### src/rtl/core/hsl2rgb_pkg.sv
`timescale 1ns / 1ps
// ----------------------------------------------------------------------------
// hsl2rgb_pkg
// Shared types and constants for the HSL to RGB conversion unit.
// ----------------------------------------------------------------------------
package hsl2rgb_pkg;

  localparam int CHAN_FRAC_BITS = 12;
  localparam int HUE_FRAC_BITS  = 4;

  localparam int CHAN_W = CHAN_FRAC_BITS + 1;
  localparam int HUE_W  = 14;
  // reduced hue always stays below one full circle
  localparam int HUE_RED_W = 13;

  typedef logic [CHAN_W-1:0]    chan_t;
  typedef logic [HUE_W-1:0]     hue_t;
  typedef logic [HUE_RED_W-1:0] hue_red_t;
  typedef logic [2:0]           sector_t;

  localparam chan_t CHAN_ONE  = chan_t'(1 << CHAN_FRAC_BITS);
  localparam int    CHAN_HALF = 1 << (CHAN_FRAC_BITS - 1);

  localparam int DEG30    = 30 << HUE_FRAC_BITS;
  localparam int DEG60    = 60 << HUE_FRAC_BITS;
  localparam int DEG120   = 120 << HUE_FRAC_BITS;
  localparam int DEG180   = 180 << HUE_FRAC_BITS;
  localparam int DEG210   = 210 << HUE_FRAC_BITS;
  localparam int DEG240   = 240 << HUE_FRAC_BITS;
  localparam int DEG300   = 300 << HUE_FRAC_BITS;
  localparam int HUE_FULL = 360 << HUE_FRAC_BITS;

  // every sector width is 15 * 2^k hue units, so pos = floor(d * 2^m / 15)
  localparam int RECIP15 = 4369;  // 65535 / 15

  // shift classes for the sector width (30, 60 or 120 degrees)
  localparam logic [1:0] WID_30  = 2'd0;
  localparam logic [1:0] WID_60  = 2'd1;
  localparam logic [1:0] WID_120 = 2'd2;

  // sector codes
  localparam sector_t SEC_RED_YEL = 3'd0;
  localparam sector_t SEC_YEL_GRN = 3'd1;
  localparam sector_t SEC_GRN_CYN = 3'd2;
  localparam sector_t SEC_CYN_BLU = 3'd3;
  localparam sector_t SEC_BLU_MAG = 3'd4;
  localparam sector_t SEC_MAG_RED = 3'd5;

  function automatic chan_t sat_one(input logic [CHAN_W:0] v);
    return (v > {1'b0, CHAN_ONE}) ? CHAN_ONE : v[CHAN_W-1:0];
  endfunction

endpackage

### src/rtl/core/hsl_to_rgb_conversion_unit.sv
`timescale 1ns / 1ps
// ----------------------------------------------------------------------------
// hsl_to_rgb_conversion_unit
// Seven-stage pipeline: hue wrap, sector decode and blend, level mixing.
// An item moves through the stage registers 0 to 6 in order; out_valid is
// the valid bit of stage 6.
// Throughput: one item per cycle; each stage holds on back-pressure and
// empty stages fill up, so in_ready only drops when every stage is full.
// Reset clears all stage valid bits and sets hue_mode to 1 (six sectors).
// ----------------------------------------------------------------------------
module hsl_to_rgb_conversion_unit (
  input  logic                      clk,
  input  logic                      rst,
  input  logic                      cfg_valid,
  output logic                      cfg_ready,
  input  logic                      cfg_data,
  input  logic                      in_valid,
  output logic                      in_ready,
  input  hsl2rgb_pkg::hue_t         hue,
  input  hsl2rgb_pkg::chan_t        lightness,
  input  hsl2rgb_pkg::chan_t        saturation,
  output logic                      out_valid,
  input  logic                      out_ready,
  output hsl2rgb_pkg::chan_t        red,
  output hsl2rgb_pkg::chan_t        green,
  output hsl2rgb_pkg::chan_t        blue
);

  localparam int NSTAGE = 7;
  localparam int CW     = hsl2rgb_pkg::CHAN_W;
  localparam int CF     = hsl2rgb_pkg::CHAN_FRAC_BITS;

  logic              hue_mode;
  logic [NSTAGE-1:0] v_q;
  logic [NSTAGE-1:0] en;

  // configuration
  assign cfg_ready = 1'b1;

  always_ff @(posedge clk) begin
    if (rst) begin
      hue_mode <= 1'b1;
    end else if (cfg_valid) begin
      hue_mode <= cfg_data;
    end
  end

  // per-stage flow control
  always_comb begin
    en[NSTAGE-1] = !v_q[NSTAGE-1] || out_ready;
    for (int k = NSTAGE - 2; k >= 0; k--) begin
      en[k] = !v_q[k] || en[k+1];
    end
  end

  always_ff @(posedge clk) begin
    if (rst) begin
      v_q <= '0;
    end else begin
      if (en[0]) begin
        v_q[0] <= in_valid;
      end
      for (int k = 1; k < NSTAGE; k++) begin
        if (en[k]) begin
          v_q[k] <= v_q[k-1];
        end
      end
    end
  end

  assign in_ready  = en[0];
  assign out_valid = v_q[NSTAGE-1];

  // stage 0: hue wrap, clamp lightness and saturation
  hsl2rgb_pkg::hue_red_t h0;
  hsl2rgb_pkg::chan_t    l0, s0;
  hsl2rgb_pkg::hue_t     h_wrap;

  always_comb begin
    if (hue >= hsl2rgb_pkg::hue_t'(2 * hsl2rgb_pkg::HUE_FULL)) begin
      h_wrap = hue - hsl2rgb_pkg::hue_t'(2 * hsl2rgb_pkg::HUE_FULL);
    end else if (hue >= hsl2rgb_pkg::hue_t'(hsl2rgb_pkg::HUE_FULL)) begin
      h_wrap = hue - hsl2rgb_pkg::hue_t'(hsl2rgb_pkg::HUE_FULL);
    end else begin
      h_wrap = hue;
    end
  end

  always_ff @(posedge clk) begin
    if (en[0]) begin
      h0 <= h_wrap[hsl2rgb_pkg::HUE_RED_W-1:0];
      l0 <= hsl2rgb_pkg::sat_one({1'b0, lightness});
      s0 <= hsl2rgb_pkg::sat_one({1'b0, saturation});
    end
  end

  // stage 1: sector decode, scaled offset, l*s product
  hsl2rgb_pkg::sector_t  sec_n, sec1;
  hsl2rgb_pkg::hue_red_t start_n;
  logic [1:0]            wid_n;
  logic [10:0]           d_n;
  logic [15:0]           x_n, x1;
  logic [2*CW-1:0]       prod1;
  hsl2rgb_pkg::chan_t    l1, s1;

  always_comb begin
    sec_n   = hsl2rgb_pkg::SEC_RED_YEL;
    start_n = '0;
    wid_n   = hsl2rgb_pkg::WID_60;
    if (hue_mode) begin
      priority if (h0 < hsl2rgb_pkg::hue_red_t'(hsl2rgb_pkg::DEG60)) begin
        sec_n   = hsl2rgb_pkg::SEC_RED_YEL;
        start_n = '0;
      end else if (h0 < hsl2rgb_pkg::hue_red_t'(hsl2rgb_pkg::DEG120)) begin
        sec_n   = hsl2rgb_pkg::SEC_YEL_GRN;
        start_n = hsl2rgb_pkg::hue_red_t'(hsl2rgb_pkg::DEG60);
      end else if (h0 < hsl2rgb_pkg::hue_red_t'(hsl2rgb_pkg::DEG180)) begin
        sec_n   = hsl2rgb_pkg::SEC_GRN_CYN;
        start_n = hsl2rgb_pkg::hue_red_t'(hsl2rgb_pkg::DEG120);
      end else if (h0 < hsl2rgb_pkg::hue_red_t'(hsl2rgb_pkg::DEG240)) begin
        sec_n   = hsl2rgb_pkg::SEC_CYN_BLU;
        start_n = hsl2rgb_pkg::hue_red_t'(hsl2rgb_pkg::DEG180);
      end else if (h0 < hsl2rgb_pkg::hue_red_t'(hsl2rgb_pkg::DEG300)) begin
        sec_n   = hsl2rgb_pkg::SEC_BLU_MAG;
        start_n = hsl2rgb_pkg::hue_red_t'(hsl2rgb_pkg::DEG240);
      end else begin
        sec_n   = hsl2rgb_pkg::SEC_MAG_RED;
        start_n = hsl2rgb_pkg::hue_red_t'(hsl2rgb_pkg::DEG300);
      end
    end else begin
      // stretched red-yellow, compressed green-blue
      priority if (h0 < hsl2rgb_pkg::hue_red_t'(hsl2rgb_pkg::DEG120)) begin
        sec_n   = hsl2rgb_pkg::SEC_RED_YEL;
        start_n = '0;
        wid_n   = hsl2rgb_pkg::WID_120;
      end else if (h0 < hsl2rgb_pkg::hue_red_t'(hsl2rgb_pkg::DEG180)) begin
        sec_n   = hsl2rgb_pkg::SEC_YEL_GRN;
        start_n = hsl2rgb_pkg::hue_red_t'(hsl2rgb_pkg::DEG120);
      end else if (h0 < hsl2rgb_pkg::hue_red_t'(hsl2rgb_pkg::DEG210)) begin
        sec_n   = hsl2rgb_pkg::SEC_GRN_CYN;
        start_n = hsl2rgb_pkg::hue_red_t'(hsl2rgb_pkg::DEG180);
        wid_n   = hsl2rgb_pkg::WID_30;
      end else if (h0 < hsl2rgb_pkg::hue_red_t'(hsl2rgb_pkg::DEG240)) begin
        sec_n   = hsl2rgb_pkg::SEC_CYN_BLU;
        start_n = hsl2rgb_pkg::hue_red_t'(hsl2rgb_pkg::DEG210);
        wid_n   = hsl2rgb_pkg::WID_30;
      end else if (h0 < hsl2rgb_pkg::hue_red_t'(hsl2rgb_pkg::DEG300)) begin
        sec_n   = hsl2rgb_pkg::SEC_BLU_MAG;
        start_n = hsl2rgb_pkg::hue_red_t'(hsl2rgb_pkg::DEG240);
      end else begin
        sec_n   = hsl2rgb_pkg::SEC_MAG_RED;
        start_n = hsl2rgb_pkg::hue_red_t'(hsl2rgb_pkg::DEG300);
      end
    end
    d_n = 11'(h0 - start_n);
    // offset scaled so that a divide by 15 gives the 12-bit position
    unique case (wid_n)
      hsl2rgb_pkg::WID_30:  x_n = 16'({d_n, 7'b0});
      hsl2rgb_pkg::WID_120: x_n = 16'({d_n, 5'b0});
      default:              x_n = 16'({d_n, 6'b0});
    endcase
  end

  always_ff @(posedge clk) begin
    if (en[1]) begin
      sec1  <= sec_n;
      x1    <= x_n;
      prod1 <= {{CW{1'b0}}, l0} * {{CW{1'b0}}, s0};
      l1    <= l0;
      s1    <= s0;
    end
  end

  // stage 2: reciprocal multiply, round l*s
  logic [28:0]          qm_n;
  logic [CF-1:0]        q2;
  logic [15:0]          x2;
  hsl2rgb_pkg::chan_t   ls2, l2, s2;
  hsl2rgb_pkg::sector_t sec2;
  logic [2*CW-1:0]      lsr_n;

  assign qm_n  = {13'b0, x1} * 29'(hsl2rgb_pkg::RECIP15);
  assign lsr_n = prod1 + (2*CW)'(hsl2rgb_pkg::CHAN_HALF);

  always_ff @(posedge clk) begin
    if (en[2]) begin
      q2   <= qm_n[16+CF-1:16];
      x2   <= x1;
      ls2  <= lsr_n[CF+CW-1:CF];
      l2   <= l1;
      s2   <= s1;
      sec2 <= sec1;
    end
  end

  // stage 3: quotient correction, top level
  logic [15:0]          q15_n, rem_n;
  logic [CF-1:0]        pos_n, pos3;
  logic [CW:0]          top_raw_n;
  hsl2rgb_pkg::chan_t   top3, l3;
  logic                 szero3;
  hsl2rgb_pkg::sector_t sec3;

  always_comb begin
    q15_n = {q2, 4'b0} - {4'b0, q2};
    rem_n = x2 - q15_n;
    pos_n = (rem_n >= 16'd15) ? q2 + 1'b1 : q2;
    if ({l2, 1'b0} <= {1'b0, hsl2rgb_pkg::CHAN_ONE}) begin
      top_raw_n = {1'b0, l2} + {1'b0, ls2};
    end else begin
      top_raw_n = {1'b0, l2} + {1'b0, s2} - {1'b0, ls2};
    end
  end

  always_ff @(posedge clk) begin
    if (en[3]) begin
      pos3   <= pos_n;
      top3   <= hsl2rgb_pkg::sat_one(top_raw_n);
      l3     <= l2;
      szero3 <= (s2 == '0);
      sec3   <= sec2;
    end
  end

  // stage 4: bottom level and span
  logic [CW:0]          l2x_n;
  hsl2rgb_pkg::chan_t   bot_n, bot4, span4, top4, l4;
  logic [CF-1:0]        pos4;
  logic                 szero4;
  hsl2rgb_pkg::sector_t sec4;

  always_comb begin
    l2x_n = {l3, 1'b0};
    if (l2x_n >= {1'b0, top3}) begin
      bot_n = hsl2rgb_pkg::sat_one(l2x_n - {1'b0, top3});
    end else begin
      bot_n = '0;
    end
    if (bot_n > top3) begin
      bot_n = top3;
    end
  end

  always_ff @(posedge clk) begin
    if (en[4]) begin
      bot4   <= bot_n;
      span4  <= top3 - bot_n;
      top4   <= top3;
      l4     <= l3;
      pos4   <= pos3;
      szero4 <= szero3;
      sec4   <= sec3;
    end
  end

  // stage 5: blend products
  logic [2*CW-1:0]      pup5, pdn5;
  hsl2rgb_pkg::chan_t   bot5, top5, l5;
  logic                 szero5;
  hsl2rgb_pkg::sector_t sec5;

  always_ff @(posedge clk) begin
    if (en[5]) begin
      pup5   <= {{CW{1'b0}}, 1'b0, pos4} * {{CW{1'b0}}, span4};
      pdn5   <= {{CW{1'b0}}, hsl2rgb_pkg::CHAN_ONE - {1'b0, pos4}} * {{CW{1'b0}}, span4};
      bot5   <= bot4;
      top5   <= top4;
      l5     <= l4;
      szero5 <= szero4;
      sec5   <= sec4;
    end
  end

  // stage 6: round, route to channels
  logic [2*CW-1:0] upr_n, dnr_n;
  logic [CW:0]     up_n, dn_n, top_w, bot_w, r_n, g_n, b_n;

  always_comb begin
    upr_n = pup5 + (2*CW)'(hsl2rgb_pkg::CHAN_HALF);
    dnr_n = pdn5 + (2*CW)'(hsl2rgb_pkg::CHAN_HALF);
    up_n  = {1'b0, bot5} + {1'b0, upr_n[CF+CW-1:CF]};
    dn_n  = {1'b0, bot5} + {1'b0, dnr_n[CF+CW-1:CF]};
    top_w = {1'b0, top5};
    bot_w = {1'b0, bot5};
    if (szero5) begin
      r_n = {1'b0, l5};
      g_n = {1'b0, l5};
      b_n = {1'b0, l5};
    end else begin
      unique case (sec5)
        hsl2rgb_pkg::SEC_RED_YEL: begin
          r_n = top_w; g_n = up_n;  b_n = bot_w;
        end
        hsl2rgb_pkg::SEC_YEL_GRN: begin
          r_n = dn_n;  g_n = top_w; b_n = bot_w;
        end
        hsl2rgb_pkg::SEC_GRN_CYN: begin
          r_n = bot_w; g_n = top_w; b_n = up_n;
        end
        hsl2rgb_pkg::SEC_CYN_BLU: begin
          r_n = bot_w; g_n = dn_n;  b_n = top_w;
        end
        hsl2rgb_pkg::SEC_BLU_MAG: begin
          r_n = up_n;  g_n = bot_w; b_n = top_w;
        end
        default: begin
          r_n = top_w; g_n = bot_w; b_n = dn_n;
        end
      endcase
    end
  end

  always_ff @(posedge clk) begin
    if (en[6]) begin
      red   <= hsl2rgb_pkg::sat_one(r_n);
      green <= hsl2rgb_pkg::sat_one(g_n);
      blue  <= hsl2rgb_pkg::sat_one(b_n);
    end
  end

  // checks
  a_out_range: assert property (@(posedge clk) disable iff (rst)
    out_valid |-> (red <= hsl2rgb_pkg::CHAN_ONE) && (green <= hsl2rgb_pkg::CHAN_ONE) &&
                  (blue <= hsl2rgb_pkg::CHAN_ONE))
    else $error("output channel above one");

  a_drain_ready: assert property (@(posedge clk) disable iff (rst)
    !v_q[NSTAGE-1] |-> in_ready)
    else $error("input stalled with empty output stage");

  a_cfg_write: assert property (@(posedge clk) disable iff (rst)
    cfg_valid |=> hue_mode == $past(cfg_data))
    else $error("hue_mode not updated by config transfer");

endmodule
### config.mk
export PLATFORM = sky130hd
export DESIGN_NAME = hsl_to_rgb_conversion_unit
export DESIGN_NICKNAME = d
export VERILOG_FILES = /design/src/rtl/core/hsl2rgb_pkg.sv /design/src/rtl/core/hsl_to_rgb_conversion_unit.sv
export SDC_FILE = /design/constraint.sdc
export NUM_CORES = 2
export LEC_CHECK = 0
export ABC_CLOCK_PERIOD_IN_PS = 9520
export BUFFER_PORTS_ARGS = -buffer_cell sky130_fd_sc_hd__buf_2
export CAP_MARGIN = 15
export CORE_ASPECT_RATIO = 1.75
export CORE_MARGIN = 10
export CORE_UTILIZATION = 65
export DETAILED_ROUTE_END_ITERATION = 6
export GPL_ROUTABILITY_DRIVEN = 1
export GPL_TIMING_DRIVEN = 0
export PLACE_DENSITY_LB_ADDON = 0.12
export SLEW_MARGIN = 20
export SYNTH_ARGS = -nofsm -noshare
export SYNTH_HDL_FRONTEND = slang
export SYNTH_SLANG_ARGS = --single-unit
### constraint.sdc
create_clock -name clk -period 9.52 [get_ports clk]
set_input_delay 1.904 -clock clk [delete_from_list [all_inputs] [get_ports clk]]
set_output_delay 1.904 -clock clk [all_outputs]
set_load 0.1 [all_outputs]
### After elaboration in Yosys (flattened, before gate mapping)

Index checks and enable logic that the tools add are counted.

| storage, ports and cells | value |
|---|---|
| register bits | 429 |
| input port bits | 46 |
| output and inout port bits | 42 |
| logic and storage cells | 148 |

| cells by class | value |
|---|---|
| add/subtract/negate cells | 17 |
| $mul | 4 |
| magnitude comparators | 19 |
| equality and inequality tests | 5 |
| mux-type cells | 38 |
| reduce and logical (&&, ||, !) cells | 21 |

Operators with widths:

| cell | number |
|---|---|
| 14-bit case mux with 3 select lines | 3 |
| 11-bit two-way mux | 10 |
| 25-bit by 12-bit adder with 25-bit output, second input constant | 3 |
| 14-bit by 13-bit > comparator with 1-bit output, second input constant | 5 |
| 13-bit two-way mux | 5 |
| 13-bit by 13-bit adder with 14-bit output | 4 |
| 14-bit two-way mux | 4 |
| 13-bit by 13-bit multiplier with 25-bit output | 2 |
| 13-bit by 12-bit less-than comparator with 1-bit output, second input constant | 3 |
| 16-bit case mux with 2 select lines | 1 |
| 16-bit by 13-bit multiplier with 28-bit output, second input constant | 1 |
| 14-bit by 13-bit subtractor with 14-bit output | 2 |
| 13-bit > comparator, second input constant | 2 |
| 12-bit by 13-bit multiplier with 25-bit output | 1 |
| 3-bit two-way mux | 8 |
| 16-bit by 4-bit >= comparator with 1-bit output, second input constant | 1 |
| 16-bit by 12-bit subtractor with 16-bit output | 1 |
| 16-bit subtractor | 1 |
| 14-bit by 13-bit >= comparator with 1-bit output | 1 |
| 14-bit by 13-bit >= comparator with 1-bit output, second input constant | 1 |
| 14-bit >= comparator, second input constant | 1 |
| 14-bit by 13-bit less-or-equal comparator with 1-bit output, second input constant | 1 |
| 13-bit > comparator | 1 |
| 13-bit logical NOT | 1 |
| 21 further kinds | 41 |

### Logic depth before layout (Yosys ltp)

| depth | value |
|---|---|
| word-level depth | 9 |
| depth in mapped cells | 35 |
| mapped depth without buffers | 32 |

### Least setup slack after synthesis

Ideal clock, no wire load.

| timing | value |
|---|---|
| path type | flip-flop to flip-flop |
| start point | reg pos4[1] |
| end point | reg pdn5[24], data pin |
| library setup time | 0.260 ns |
| data arrival time | 6.954 ns |
| required time | 9.260 ns |
| path slack | 2.306 ns |
| stages on the path, launching flop included | 27 |
| buffers on the path | 2 |
| clock period less this slack | 7.214 ns |
| cell sequence | edfxtp_1 > clkbuf_1 > inv_1 > ha_1 > or3b_1 > nor3_1 > xnor2_1 > clkbuf_1 > nand2_1 > fa_1 > inv_1 > fa_1 > inv_1 > fa_1 > inv_1 > fa_1 > fa_1 > ha_1 > a21o_1 > a2111oi_0 > a21bo_2 > a311oi_4 > nor2_2 > or4_4 > a31o_1 > a21oi_2 > xnor2_1 |

| on the way | value |
|---|---|
| longest elaborated chain between the ends | 2 |

Ends and longest elaborated chain:

| what | RTL line | RTL |
|---|---|---|
| from (decl) | hsl_to_rgb_conversion_unit.sv:228 | `logic [CF-1:0] pos4;` |
| from (signal assigned) | hsl_to_rgb_conversion_unit.sv:250 | `pos4 <= pos3;` |
| 13-bit by 12-bit subtractor with 13-bit output | hsl_to_rgb_conversion_unit.sv:265 | `pdn5 <= {{CW{1'b0}}, hsl2rgb_pkg::CHAN_ONE - {1'b0, pos4}} * {{CW{1'b0}}, span4};` |
| 13-bit by 13-bit multiplier with 25-bit output | hsl_to_rgb_conversion_unit.sv:265 |  |
| to (signal assigned) | hsl_to_rgb_conversion_unit.sv:265 |  |
| to (decl) | hsl_to_rgb_conversion_unit.sv:257 | `logic [2*CW-1:0] pup5, pdn5;` |

Every way passes these cells.
A chain may end at the register's enable or synchronous reset.

### Final worst setup path

| timing | value |
|---|---|
| start point | reg top3[1] |
| end point | reg span4[12], data pin |

| on the way | value |
|---|---|
| longest elaborated chain between the ends | 7 |
| elaborated cells between the ends (all ways) | 8 |
| those cells by class | add/sub: 2; order compare: 3; mux: 3 |

Ends and longest elaborated chain:

| what | RTL line | RTL |
|---|---|---|
| from (decl) | hsl_to_rgb_conversion_unit.sv:200 | `hsl2rgb_pkg::chan_t top3, l3;` |
| from (signal assigned) | hsl_to_rgb_conversion_unit.sv:218 | `top3 <= hsl2rgb_pkg::sat_one(top_raw_n);` |
| 14-bit by 13-bit subtractor with 14-bit output | hsl_to_rgb_conversion_unit.sv:235 | `bot_n = hsl2rgb_pkg::sat_one(l2x_n - {1'b0, top3});` |
| 14-bit by 13-bit > comparator with 1-bit output | hsl2rgb_pkg.sv:50 | `return (v > {1'b0, CHAN_ONE}) ? CHAN_ONE : v[CHAN_W-1:0];` |
| 13-bit two-way mux | hsl2rgb_pkg.sv:50 |  |
| 13-bit two-way mux | hsl_to_rgb_conversion_unit.sv:234 | `if (l2x_n >= {1'b0, top3}) begin` |
| 13-bit > comparator | hsl_to_rgb_conversion_unit.sv:239 | `if (bot_n > top3) begin` |
| 13-bit two-way mux * | hsl_to_rgb_conversion_unit.sv:239 |  |
| named net bot_n[0] | hsl_to_rgb_conversion_unit.sv:227 | `hsl2rgb_pkg::chan_t bot_n, bot4, span4, top4, l4;` |
| 13-bit subtractor * | hsl_to_rgb_conversion_unit.sv:247 | `span4 <= top3 - bot_n;` |
| to (signal assigned) | hsl_to_rgb_conversion_unit.sv:247 |  |
| to (decl) | hsl_to_rgb_conversion_unit.sv:227 |  |

The timed path passes the listed nets; every way through them passes the cells marked *.

==> metrics.yaml <==
status: "finished clean"
drv_cap: 0
cp_common_cell: "ha_1"
yosysSeqAreaShare: 0.305
end_kind: "register"
cp-start-kind: "register"
fin_worst_skew_ns: 0.0326
hp-class: "register to register"
drive_gt1_frac: 0.0591
route.met2.wl_um: 54400
setup_viol: 0
yosys_warnings: 0
timing.slew.headroom: 0.291
n_fill_cell: 4296
max_freq_mhz: 113
synth_edf_count: 378
hold_violations: 0
met1Wirelength_um: 31300
min_delay_path_depth: 0
core-area_um2: 57300
wl_per_cell_um: 20.8
clk_pin_slew_worst_paths_ns: 0.08
fin_crit_ns: 8.88
hold_path_startpoint: "pos3[0]"
gp_congestion: 1.02
clockBufferDepth: 3
routed_wirelength_um: 97500
reg2reg_from: "top3[1]"
synthArstFlopShare: 0
worst_pin_slew_ns: 1.05
port_buffers: 85
ff2ff_path_depth: 32
tns_ns: 0
ios: 88
worst-path-max-fanout: 10
highest_layer: "met5"
ys_seq_elements: 386
n_antenna_cell: 0
initial_core_util: 0.659
slowest_delay_ns: 0.51
track_usage: 0.286
antenna_found_initial: 1
tritoncts: "done"
synth_top_area_share: 0.301
cts_made_buffers: 39
syn_area_per_cell_um2: 10.0
largestRegisters: "pdn5 (14), prod1 (14), pup5 (14)"
grt_max_degree: 63
drc: 0
grt_pass1_wl_um: 154000
detail-route-antenna-nets: 0
drv_slew: 0
worstSetupPathType: "register to register"
layout.nets: 4696
row_count: 116
via_per_inst: 5.95
slowest_stage: "a21boi_0"
area_delta_synth_final_pct: 7.71
crit_start: "top3[1]"
grt_pass1_vias: 29600
via_count: 27900
first_iter_violations: 1483
die_h_um: 339
cts.sink_count: 386
hold_slack_ns: 0.393
rsz0062_at_grt: "false"
synth_flop_cell: "edfxtp_1"
firstDrtPassIters: 6
yosysUniqueCellTypes: 100
syn_inst: 3766
wl_met3_um: 4460
cts_htree_levels: 2
synth.area.top_cells: "edfxtp_1, fa_1, ha_1"
yosys.area.top_type: "edfxtp_1"
cts_setup_buffers: 0
cts_root_buf: "clkbuf_16"
grt.overflow.total: 0
syn_area_um2: 37800
worstPathArrival_ns: 9.16
die_x_um: 202
min_period_over_period: 0.933
dieArea_um2: 68500
cp_data_required_time_ns: 9.80
synth_nets: 4562
clk-insertion-delay-late_ns: 0.59
hpwlAfterDp_um: 80500
-- cell type report --
cell class                 count  area (um^2)  share of cell area
timing repair buffer          93          589              0.0145
clock buffer                  44          995              0.0245
buffer                       136          539              0.0133
tap                          767          960              0.0236
inverter                     585         2200              0.0541
sequential                   386        11500               0.283
multi-input combinational   2659        23600               0.580
clock inverter                25          299             0.00735
-- layout by cell type (no fill, tap or decap), drive strengths merged, types with 18 or more instances in the layout --
master,n
a211oi,24
nand2,419
inv,589
o21a,33
xor2,55
mux2i,20
a31oi,23
buf,114
a21o,37
o21ai,95
or3,22
nand3,45
nor2b,51
xnor2,121
a221oi,18
and3,27
ha,372
edfxtp,378
and2,205
nand4,30
nand2b,25
clkbuf,159
nor3,60
a21oi,155
nor2,199
fa,378
-- Yosys cell counts, types with 59 or more instances --
cell type,count
a21oi_1,151
and2_1,205
ha_1,372
fa_1,378
nor2_1,197
clkbuf_1,115
nand2_1,418
nor3_1,59
edfxtp_1,378
inv_1,584
xnor2_1,120
o21ai_0,92
-- stage by stage --
| stage | instances | util | instance area, um^2 | worst slack [ns] |
|---|---|---|---|---|
| floorplan | 3766 | - | 37800 | 2.31 |
| global placement | 4618 | 0.683 | 39100 | 0.626 |
| detailed placement | 4626 | 0.686 | 39300 | 0.570 |
| CTS | 4695 | 0.709 | 40600 | 0.566 |
| global route | 4695 | 0.709 | 40700 | 0.0215 |
| finish | 4695 | 0.709 | 40700 | 0.639 |
-- worst paths after layout --
path	endpoint	slack (ns)
min	pos4[0]	0.39
max	span4[12]	0.64
min reg2reg	pos4[0]	0.39
max reg2reg	span4[12]	0.64
-- worst max-delay path: cells and delay by family, from the launching register on --
family                   cells  cell delay, ns
AND/OR/NAND/NOR              7            1.30
flip-flops                   1            0.47
adder cells (fa/ha/maj)      4            1.28
AO/OA/AOI/OAI               15            3.88
buffers and inverters        5            1.16
XOR/XNOR                     1            0.46
-- layer usage --
layer / track usage / vias to the layer above
met2: 0.557 / 956
met1: 0.271 / 13700
li1: - / 12900
met4: 0.194 / 2
met5: 0 / -
met3: 0.0326 / 378
-- logic make-up (layout without fill, tap and decap cells) --
group	count (synthesis)	in the layout	synth area share
muxes	25	25	0.00679
adders and majority gates	750	750	0.324
other	1	1	0.0000993
DFF	386	386	0.305
AOI/OAI and AO/OA	547	547	0.0998
xor gates and xnor gates	176	176	0.0410
buffers and inverters	721	883	0.0724
and+or+nand+nor	1160	1160	0.151
-- what timing repair did --
action	4_1_cts	5_1_grt
resized for setup	0	1
endpoints found under the hold margin	0	0
hold buffers	0	0
setup endpoints to repair	0	1
Power is not shown: default switching activity piles up to over one toggle a cycle in this logic, so the estimate is an artifact.
